**config.mk**
```make
export PLATFORM = sky130hd
export DESIGN_NAME = two_way_sorted_merge
export DESIGN_NICKNAME = d
export VERILOG_FILES = /design/src/hdl/tsm_pkg.sv /design/src/hdl/tsm_ram.sv /design/src/hdl/two_way_sorted_merge.sv
export VERILOG_INCLUDE_DIRS = /design/src /design/src/hdl
export SDC_FILE = /design/constraint.sdc
export NUM_CORES = 2
export LEC_CHECK = 0
export BUFFER_PORTS_ARGS = -buffer_cell sky130_fd_sc_hd__buf_4
export CORE_MARGIN = 4
export CORE_UTILIZATION = 60
export CTS_BUF_LIST = sky130_fd_sc_hd__clkbuf_8
export DETAILED_ROUTE_END_ITERATION = 10
export GPL_TIMING_DRIVEN = 0
export MAX_ROUTING_LAYER = met4
export PLACE_DENSITY = 0.76
export SETUP_SLACK_MARGIN = 0.05
export SYNTH_ARGS = -nofsm -noshare
export SYNTH_HDL_FRONTEND = slang
export SYNTH_SLANG_ARGS = --single-unit
```
**constraint.sdc**
```tcl
create_clock -name clock -period 10.8 [get_ports clock]
set_input_delay 1.08 -clock clock [delete_from_list [all_inputs] [get_ports clock]]
set_output_delay 1.08 -clock clock [all_outputs]
set_load 0.05 [all_outputs]
```
**src/hdl/assert_macros.svh**
```systemverilog
// Assertion macros used by two_way_sorted_merge
`ifndef ASSERT_MACROS_SVH
`define ASSERT_MACROS_SVH

// Concurrent check on the rising clock edge, muted while reset is high
`define ASSERT_CLK(label, clk, rst, prop, msg) \
   label: assert property (@(posedge clk) disable iff (rst) prop) else $error(msg);

// Concurrent check on the rising clock edge that also holds during reset
`define ASSERT_ALWAYS(label, clk, prop, msg) \
   label: assert property (@(posedge clk) prop) else $error(msg);

`endif

```
**src/hdl/tsm_pkg.sv**
```systemverilog
// Opcodes, value width, sequencer state codes and source codes for the two-way sorted merge
`default_nettype none

package tsm_pkg;

   localparam logic [1:0] OP_APPEND_A = 2'd0;
   localparam logic [1:0] OP_APPEND_B = 2'd1;
   localparam logic [1:0] OP_MERGE    = 2'd2;

   localparam int VALUE_W = 32;

   localparam logic ST_IDLE  = 1'b0;
   localparam logic ST_MERGE = 1'b1;

   localparam logic SRC_A = 1'b0;
   localparam logic SRC_B = 1'b1;

endpackage

`default_nettype wire

```
**src/hdl/tsm_ram.sv**
```systemverilog
// Generic single-write, single-read RAM with registered read data
`default_nettype none

module tsm_ram #(
   parameter int Width = 32,
   parameter int Depth = 32
) (
   input  wire logic                                     clock,
   input  wire logic                                     wr_en,
   input  wire logic [(Depth > 1 ? $clog2(Depth) : 1)-1:0] wr_addr,
   input  wire logic [Width-1:0]                         wr_data,
   input  wire logic [(Depth > 1 ? $clog2(Depth) : 1)-1:0] rd_addr,
   output logic      [Width-1:0]                         rd_data
);

   logic [Width-1:0] mem_ff [Depth];
   logic [Width-1:0] rd_data_ff;

   always_ff @(posedge clock) begin
      if (wr_en) begin
         mem_ff[wr_addr] <= wr_data;
      end
      rd_data_ff <= mem_ff[rd_addr];
   end

   assign rd_data = rd_data_ff;

endmodule

`default_nettype wire

```
**src/hdl/two_way_sorted_merge.sv**
```systemverilog
// Top level: list stores, append logic and merge sequencer with output register
//
//   channel | direction | ports                                        | handshake
//   --------+-----------+----------------------------------------------+---------------------
//   req     | in        | req_opcode, req_value                        | req_valid/req_ready
//   rsp     | out       | rsp_merged_value, rsp_source_list, rsp_last  | rsp_valid/rsp_ready
//
// A merge emits one element per cycle while the rsp channel does not stall,
// reading the next list heads through the single read port of each list RAM.
// req_ready is low while a merge runs.
// Synchronous reset empties both lists; the RAM contents are not cleared.
// A stalled rsp channel holds the sequencer in place, one result in the output register.
`default_nettype none
`include "assert_macros.svh"

module two_way_sorted_merge
   import tsm_pkg::*;
#(
   parameter int DEPTH = 32
) (
   input  wire logic                       clock,
   input  wire logic                       reset,
   input  wire logic                       req_valid,
   output logic                            req_ready,
   input  wire logic [1:0]                 req_opcode,
   input  wire logic signed [VALUE_W-1:0]  req_value,
   output logic                            rsp_valid,
   input  wire logic                       rsp_ready,
   output logic signed [VALUE_W-1:0]       rsp_merged_value,
   output logic                            rsp_source_list,
   output logic                            rsp_last
);

   localparam int AddrW = (DEPTH > 1) ? $clog2(DEPTH) : 1;
   localparam int CntW  = $clog2(DEPTH + 1);
   localparam logic [CntW-1:0] CntFull = CntW'(DEPTH);
   localparam logic [CntW-1:0] CntOne  = CntW'(1);

   logic                      state_ff, state_in;
   logic [CntW-1:0]           count_a_ff, count_a_in;
   logic [CntW-1:0]           count_b_ff, count_b_in;
   logic [CntW-1:0]           ia_ff, ia_in;
   logic [CntW-1:0]           ib_ff, ib_in;
   logic                      rsp_valid_ff, rsp_valid_in;
   logic signed [VALUE_W-1:0] rsp_value_ff, rsp_value_in;
   logic                      rsp_src_ff, rsp_src_in;
   logic                      rsp_last_ff, rsp_last_in;

   logic               req_fire;
   logic               wr_a, wr_b;
   logic [VALUE_W-1:0] rd_a, rd_b;
   logic               a_left, b_left, take_a, emit_go;

   tsm_ram #(.Width(VALUE_W), .Depth(DEPTH)) u_list_a (
      .clock   (clock),
      .wr_en   (wr_a),
      .wr_addr (count_a_ff[AddrW-1:0]),
      .wr_data (req_value),
      .rd_addr (ia_in[AddrW-1:0]),
      .rd_data (rd_a)
   );

   tsm_ram #(.Width(VALUE_W), .Depth(DEPTH)) u_list_b (
      .clock   (clock),
      .wr_en   (wr_b),
      .wr_addr (count_b_ff[AddrW-1:0]),
      .wr_data (req_value),
      .rd_addr (ib_in[AddrW-1:0]),
      .rd_data (rd_b)
   );

   assign req_ready = (state_ff == ST_IDLE);
   assign req_fire  = req_valid && req_ready;
   assign wr_a = req_fire && (req_opcode == OP_APPEND_A) && (count_a_ff < CntFull);
   assign wr_b = req_fire && (req_opcode == OP_APPEND_B) && (count_b_ff < CntFull);

   // RAM read address is the next index, so during a merge rd_a/rd_b hold the current heads
   assign a_left  = (ia_ff < count_a_ff);
   assign b_left  = (ib_ff < count_b_ff);
   assign take_a  = a_left && (!b_left || ($signed(rd_a) <= $signed(rd_b)));
   assign emit_go = (state_ff == ST_MERGE) && (!rsp_valid_ff || rsp_ready);

   always_comb begin
      state_in     = state_ff;
      count_a_in   = count_a_ff;
      count_b_in   = count_b_ff;
      ia_in        = ia_ff;
      ib_in        = ib_ff;
      rsp_valid_in = rsp_valid_ff;
      rsp_value_in = rsp_value_ff;
      rsp_src_in   = rsp_src_ff;
      rsp_last_in  = rsp_last_ff;

      if (rsp_ready) begin
         rsp_valid_in = 1'b0;
      end

      case (state_ff)
         ST_IDLE: begin
            if (wr_a) begin
               count_a_in = count_a_ff + CntOne;
            end
            if (wr_b) begin
               count_b_in = count_b_ff + CntOne;
            end
            if (req_fire && (req_opcode == OP_MERGE)) begin
               ia_in = '0;
               ib_in = '0;
               // merge of two empty lists emits nothing
               if ((count_a_ff != '0) || (count_b_ff != '0)) begin
                  state_in = ST_MERGE;
               end
            end
         end
         ST_MERGE: begin
            if (emit_go) begin
               rsp_valid_in = 1'b1;
               if (take_a) begin
                  rsp_value_in = $signed(rd_a);
                  rsp_src_in   = SRC_A;
                  rsp_last_in  = ((ia_ff + CntOne) == count_a_ff) && !b_left;
                  ia_in        = ia_ff + CntOne;
               end else begin
                  rsp_value_in = $signed(rd_b);
                  rsp_src_in   = SRC_B;
                  rsp_last_in  = ((ib_ff + CntOne) == count_b_ff) && !a_left;
                  ib_in        = ib_ff + CntOne;
               end
               if (rsp_last_in) begin
                  state_in   = ST_IDLE;
                  count_a_in = '0;
                  count_b_in = '0;
               end
            end
         end
         default: begin
            state_in = ST_IDLE;
         end
      endcase
   end

   always_ff @(posedge clock) begin
      if (reset) begin
         state_ff     <= ST_IDLE;
         count_a_ff   <= '0;
         count_b_ff   <= '0;
         ia_ff        <= '0;
         ib_ff        <= '0;
         rsp_valid_ff <= 1'b0;
      end else begin
         state_ff     <= state_in;
         count_a_ff   <= count_a_in;
         count_b_ff   <= count_b_in;
         ia_ff        <= ia_in;
         ib_ff        <= ib_in;
         rsp_valid_ff <= rsp_valid_in;
      end
      rsp_value_ff <= rsp_value_in;
      rsp_src_ff   <= rsp_src_in;
      rsp_last_ff  <= rsp_last_in;
   end

   assign rsp_valid        = rsp_valid_ff;
   assign rsp_merged_value = rsp_value_ff;
   assign rsp_source_list  = rsp_src_ff;
   assign rsp_last         = rsp_last_ff;

   `ASSERT_CLK(a_merge_nonempty, clock, reset, (state_ff == ST_MERGE) |-> (a_left || b_left), "merge running with both lists drained")
   `ASSERT_CLK(a_idx_bound, clock, reset, (ia_ff <= count_a_ff) || (state_ff == ST_IDLE), "list A index past its count")
   `ASSERT_CLK(a_last_ends, clock, reset, (emit_go && rsp_last_in) |=> ((state_ff == ST_IDLE) && (count_a_ff == '0) && (count_b_ff == '0)), "last transaction did not end the merge")
   `ASSERT_CLK(a_count_cap, clock, reset, (count_a_ff <= CntFull) && (count_b_ff <= CntFull), "list count above depth")

endmodule

`default_nettype wire

```
# --- After elaboration in Yosys (flattened, before gate mapping) ---
# Memories as Yosys holds them, arrays and structs flattened. A register that Yosys moved wholly into a read port is not among the register bits.
# Cells that the tools add are included.
totals:
  regBits: 60
  ramBits: 2048
  inputBits: 38
  wordCells: 89
  n_memories: 2
memory_table:
  columns: ["name", "words", "word_bits", "read_ports", "rd_ports_with_merged_regs", "wr", "line", "rtl"]
  rows:
  - ["u_list_a.mem_ff", 32, 32, 1, 1, 1, "tsm_ram.sv:16", "logic [Width-1:0] mem_ff [Depth];"]
  - ["u_list_b.mem_ff", 32, 32, 1, 1, 1, "tsm_ram.sv:16", null]
op_classes:
  add_sub_neg: 4
  n_lt_le_gt_ge: 5
  eq_ne: 11
  muxes: 31
  n_bitwise: 1
  reduce_logical: 24
op_table:
  columns: ["cell", "count"]
  rows:
  - ["6-bit 2-to-1 mux", 10]
  - ["6-bit one-hot mux with 2 select lines", 4]
  - ["32-bit less-or-equal comparator", 1]
  - ["32-bit 2-to-1 mux", 1]
  - ["6-bit by 1-bit adder with 6-bit output, second input constant", 4]
  - ["1-bit 2-to-1 mux", 15]
  - ["6-bit equality test", 2]
  - ["6-bit less-than comparator", 2]
  - ["6-bit less-than comparator, second input constant", 2]
  - ["2-bit by 1-bit != test with 1-bit output, second input constant", 6]
  - ["3-bit AND reduction", 4]
  - ["6-bit nonzero test", 2]
  - ["1-bit logical AND", 10]
  - ["1-bit logical NOT", 3]
  - ["1-bit logical OR", 3]
  - ["2-bit by 1-bit equality test with 1-bit output, second input constant", 1]
  - ["2-bit equality test, second input constant", 1]
  - ["2-bit logical NOT", 1]
  - ["2-bit != test, second input constant", 1]
  - ["1-bit one-hot mux with 2 select lines", 1]
  - ["2-bit AND reduction", 1]
  - ["1-bit NOT", 1]

# --- Logic depth before layout (Yosys ltp) ---
depth:
  word_depth: 10
  mapped_depth: 19
  mapped_depth_nobuf: 14

# --- Hierarchy ---
# Synthesis repeated with hierarchy kept, for this count alone.
unflattened:
  hier_cells: 4925
  hier_area_um2: 85107.9
by_module_without_submodules:
  columns: ["module", "n_inst", "cells_each", "area_per_inst_um2", "seq_area_each_um2"]
  rows:
  - ["tsm_ram", 2, 2260, 40485.1, 31390.1]
  - ["two_way_sorted_merge", 1, 405, 4137.7, 1541.5]

# --- Worst setup path after synthesis ---
# No wires, ideal clock.
synth_timing:
  kind: "input to register"
  from: "input port rsp_ready"
  to: "register u_list_b.rd_data_ff[30] (netlist: u_list_b.rd_data[30]) (read register of u_list_b.mem_ff)"
  setup_ps: 122
  arrival_time_ps: 4044
  required_ps: 10678
  path_slack_ps: 6634
  stages: 18
  n_path_buf: 5
  path_cell_list: "nor2b_1 > clkbuf_1 > nand2b_1 > inv_2 > nand2_1 > nor3b_1 > a22oi_1 > and2_1 > buf_6 > mux2_4 > buf_6 > buf_6 > buf_2 > nand2_1 > nand3_1 > nand4_1 > nand2_1 > a311o_1"
synth_via:
  elab_chain_len: 4
synth_rtl:
  columns: ["element", "line", "rtl"]
  rows:
  - ["start: declaration", "two_way_sorted_merge.sv:28", "input wire logic rsp_ready,"]
  - ["1-bit logical OR", "two_way_sorted_merge.sv:81", "assign emit_go = (state_ff == ST_MERGE) && (!rsp_valid_ff || rsp_ready);"]
  - ["1-bit logical AND", "two_way_sorted_merge.sv:81", null]
  - ["6-bit 2-to-1 mux", "two_way_sorted_merge.sv:116", "if (emit_go) begin"]
  - ["6-bit one-hot mux with 2 select lines", "two_way_sorted_merge.sv:98", "case (state_ff)"]
  - ["end: declaration", "tsm_ram.sv:17", "logic [Width-1:0] rd_data_ff;"]
# No other way between the ends. The select of a mux whose other input is x is not followed.
# A chain may end at the register's enable or synchronous reset.

# --- Worst setup path in the final report ---
layout_timing:
  from: "register u_list_b.rd_data_ff[31] (netlist: u_list_b.rd_data[31]) (read register of u_list_b.mem_ff)"
  to: "register u_list_a.rd_data_ff[27] (netlist: u_list_a.rd_data[27]) (read register of u_list_a.mem_ff)"
layout_via:
  elab_chain_len: 6
layout_rtl:
  columns: ["element", "line", "rtl"]
  rows:
  - ["32-bit less-or-equal comparator", "two_way_sorted_merge.sv:80", "assign take_a = a_left && (!b_left || ($signed(rd_a) <= $signed(rd_b)));"]
  - ["1-bit logical OR", "two_way_sorted_merge.sv:80", null]
  - ["1-bit logical AND", "two_way_sorted_merge.sv:80", null]
  - ["6-bit 2-to-1 mux", "two_way_sorted_merge.sv:118", "if (take_a) begin"]
  - ["6-bit 2-to-1 mux", "two_way_sorted_merge.sv:116", null]
  - ["6-bit one-hot mux with 2 select lines", "two_way_sorted_merge.sv:98", null]
  - ["end: declaration", "tsm_ram.sv:17", null]
# No other way between the ends. The select of a mux whose other input is x is not followed.

==> flow_metrics.env <==
export IMPL_final_core_util_pct=68.1
export IMPL_ys_seq_elements=2172
export IMPL_drtAntennaViolNets=0
export IMPL_root_buffer="clkbuf_8"
export IMPL_final_hold_violation_count=0
export IMPL_io_pins=74
export IMPL_min_period_ns=6.52
export IMPL_cts_buffer_depth=4
export IMPL_via_per_inst=6.32
export IMPL_routedWlPerCell_um=27.9
export IMPL_die_h_um=386
export IMPL_yosysTopAreaCell="edfxtp_1"
export IMPL_hp_class="reg -> reg"
export IMPL_maxSlewHeadroom_pct=17.8
export IMPL_worst_setup_path_end_kind="flip-flop"
export IMPL_dpl_hpwl_mm=165
export IMPL_cp_top_family="simple AND/OR/NAND/NOR gates"
export IMPL_async_reset_ff_share_pct=0
export IMPL_dp_cells=8375
export IMPL_status="complete, no violations"
export IMPL_crit_slowest_cell="nor4_1"
export IMPL_ys_flop_type="edfxtp_1"
export IMPL_initial_core_util_pct=60.5
export IMPL_min_period_over_period_pct=60.3
export IMPL_tightest_slew_ns=1.22
export IMPL_fin_tns_setup_ns=0
export IMPL_drt_total_wl_mm=251
export IMPL_cp_start_kind="flip-flop"
export IMPL_slowest_delay_ns=1.05
export IMPL_cts_resized=0
export IMPL_synth_warnings=0
export IMPL_clock_sinks=2172
export IMPL_path_max_fanout=10
export IMPL_dr_pass1_iters=8
export IMPL_grt_antenna_before_repair=29
export IMPL_grt_pass1_wl_mm=357
export IMPL_yosysTopAreaCellShare_pct=72.9
export IMPL_syn_inst=6355
export IMPL_irDropWorstVdd_uv=122
export IMPL_clk_latency_ns=1.06
export IMPL_cp_data_required_time_ns=11.64
export IMPL_post_cts_buffers=0
export IMPL_die_w_um=386
export IMPL_avgSynthCellArea_um2=13.5
export IMPL_synth_edf_count=2082
export IMPL_setup_viol=0
export IMPL_vias=56900
export IMPL_io_buffers=72
export IMPL_fillers=9542
export IMPL_synth_seq_area_share_pct=75.0
export IMPL_cts_tree="built"
export IMPL_rr_startpoint="u_list_b.rd_data[31]"
export IMPL_min_from="count_a_ff[5]"
export IMPL_gr_total_overflow=0
export IMPL_path_clk_slew_ns=0.06
export IMPL_drv_cap=0
export IMPL_fin_cells=9000
export IMPL_grt_start_max_net_pins=65
export IMPL_cpMostUsedCell="nand3_1"
export IMPL_ctsHoldBuffers=0
export IMPL_area_growth_pct=12.6
export IMPL_yosysMostFrequentCell="edfxtp_1"
export IMPL_powerDensity_nw_per_um2=166
export IMPL_nets=6928
export IMPL_gp_congestion=0.979
export IMPL_worst_endpoint_arrival_ns=7.36
export IMPL_multi_input_area_um2=19800
export IMPL_drive_above_1_share_pct=12.1
export IMPL_ys_types=71
export IMPL_fp_row_count=138
export IMPL_yosys_top_cells_area="edfxtp_1, nand2_1, nand3_1"
export IMPL_ys_top_cells_by_count="edfxtp_1, nand2_1, nand3_1, mux2i_1, buf_2"
export IMPL_core_area_um2=142000
export IMPL_cp_num_buf_inv=3
export IMPL_crit_path_start="u_list_b.rd_data[31]"
export IMPL_report_final_slew_viol_count=0
export IMPL_cp_cell_sequence="inv_1 -> ha_1 -> nand4_2 -> nor4_1 -> nand3_1 -> nand2b_1 -> a32o_1 -> nor2_2 -> mux2i_1 -> buf_2 -> clkbuf_1 -> nand3_1 -> a21oi_1 -> o21ai_1 -> a221o_1"
export IMPL_path_class="reg -> reg"
export IMPL_die_area_um2=149000
export IMPL_htree_levels=5
export IMPL_final_setup_skew_ns=0.0815
export IMPL_syn_num_nets=6447
export IMPL_cts_buffers=349
export IMPL_grtUsageTotal_pct=34.6
export IMPL_grt_pass1_vias=53800
export IMPL_seq_area_um2=64300
export IMPL_route_detailed_drc=0
export IMPL_leakage_nw=33.2
export IMPL_synth_area_um2=85700
export IMPL_fmax_mhz=153
export IMPL_rsz0062_at_grt="no"
export IMPL_drt_iter0_drc=9651
==> flip-flops by register name (all words and copies together), names as in the netlist <==
register / flops
count_a_ff: 6
count_b_ff: 6
ia_ff: 6
ib_ff: 6
rsp_last: 1
rsp_merged_value: 32
rsp_source_list: 1
rsp_valid: 1
state_ff: 1
u_list_a.mem_ff: 1024
u_list_a.rd_data: 32
u_list_b.mem_ff: 1024
u_list_b.rd_data: 32
==> worst reg2reg max path, delay by kind of cell (launching register included) <==
kind,cells,cell delay (ns)
compound gates,4,1.56
fa+ha+maj,1,0.56
buf+inv,3,1.45
flops,1,0.32
mux,1,0.32
simple gates,6,2.09
==> layer usage <==
layer	vias to the layer above	global-route usage [%]	wire length [µm]
li1	24500	-	-
met1	27700	46.5	93000
met2	4122	47.5	108000
met3	562	13.3	39500
met4	0	14.3	11300
met5	-	-	0
==> metrics by stage <==
stage	instance area [µm²]	hold WS [ns]	setup WS (ns)	total power [mW]
finish	96500	0.566	4.28	16.0
global route	96500	0.574	4.38	16.5
CTS	96400	0.499	4.71	16.0
detailed placement	90400	0.545	4.43	9.90
global placement	88600	0.544	4.58	9.88
floorplan	85700	0.502	6.63	9.61
==> cells by family after synthesis <==
| kind of cell | count (synthesis) | share of synthesized area, % |
|---|---|---|
| AO/OA/AOI/OAI | 718 | 5.66 |
| XOR/XNOR | 23 | 0.235 |
| adder cells (fa/ha/maj) | 54 | 0.788 |
| buffers and inverters | 430 | 2.45 |
| flip-flops | 2172 | 75.0 |
| multiplexers | 210 | 2.50 |
| AND/OR/NAND/NOR | 2748 | 13.3 |
==> final timing paths <==
path                            slack (ns)                   end  depth (start not counted)
worst max-delay path                  4.28  u_list_a.rd_data[27]                         15
worst min register to register        0.57         count_a_ff[5]                          2
worst max register to register        4.28  u_list_a.rd_data[27]                         15
worst min-delay path                  0.57         count_a_ff[5]                          2
==> power breakdown <==
group | switching [mW] | internal [mW]
Combinational | 0.381 | 0.0903
Sequential | 0.0122 | 9.26
Clock | 3.12 | 3.19
Total | 3.51 | 12.5
==> cell usage in the layout (no fill, tap or decap), drive strengths merged, types with 17 or more instances in the layout <==
cell type / count
edfxtp: 2082
nand2: 1888
xnor2: 17
o2111ai: 31
a31oi: 130
diode: 22
o21ai: 109
buf: 384
clkinv: 118
mux2i: 203
and3: 67
a21oi: 188
nand3: 533
clkbuf: 482
nor2: 170
ha: 54
a32oi: 164
inv: 172
dfxtp: 90
nand4: 46
a221o: 32
o22ai: 31
==> final cells by class <==
class,count,share of cell area [%]
Antenna cell,22,0.0571
Buffer,376,1.97
Clock buffer,360,5.14
Clock inverter,243,1.14
Inverter,54,0.210
Multi-Input combinational cell,3753,20.5
Sequential cell,2172,66.7
Tap cell,1890,2.45
Timing Repair Buffer,130,1.88
No activity file was read; power rests on OpenSTA's default activity.
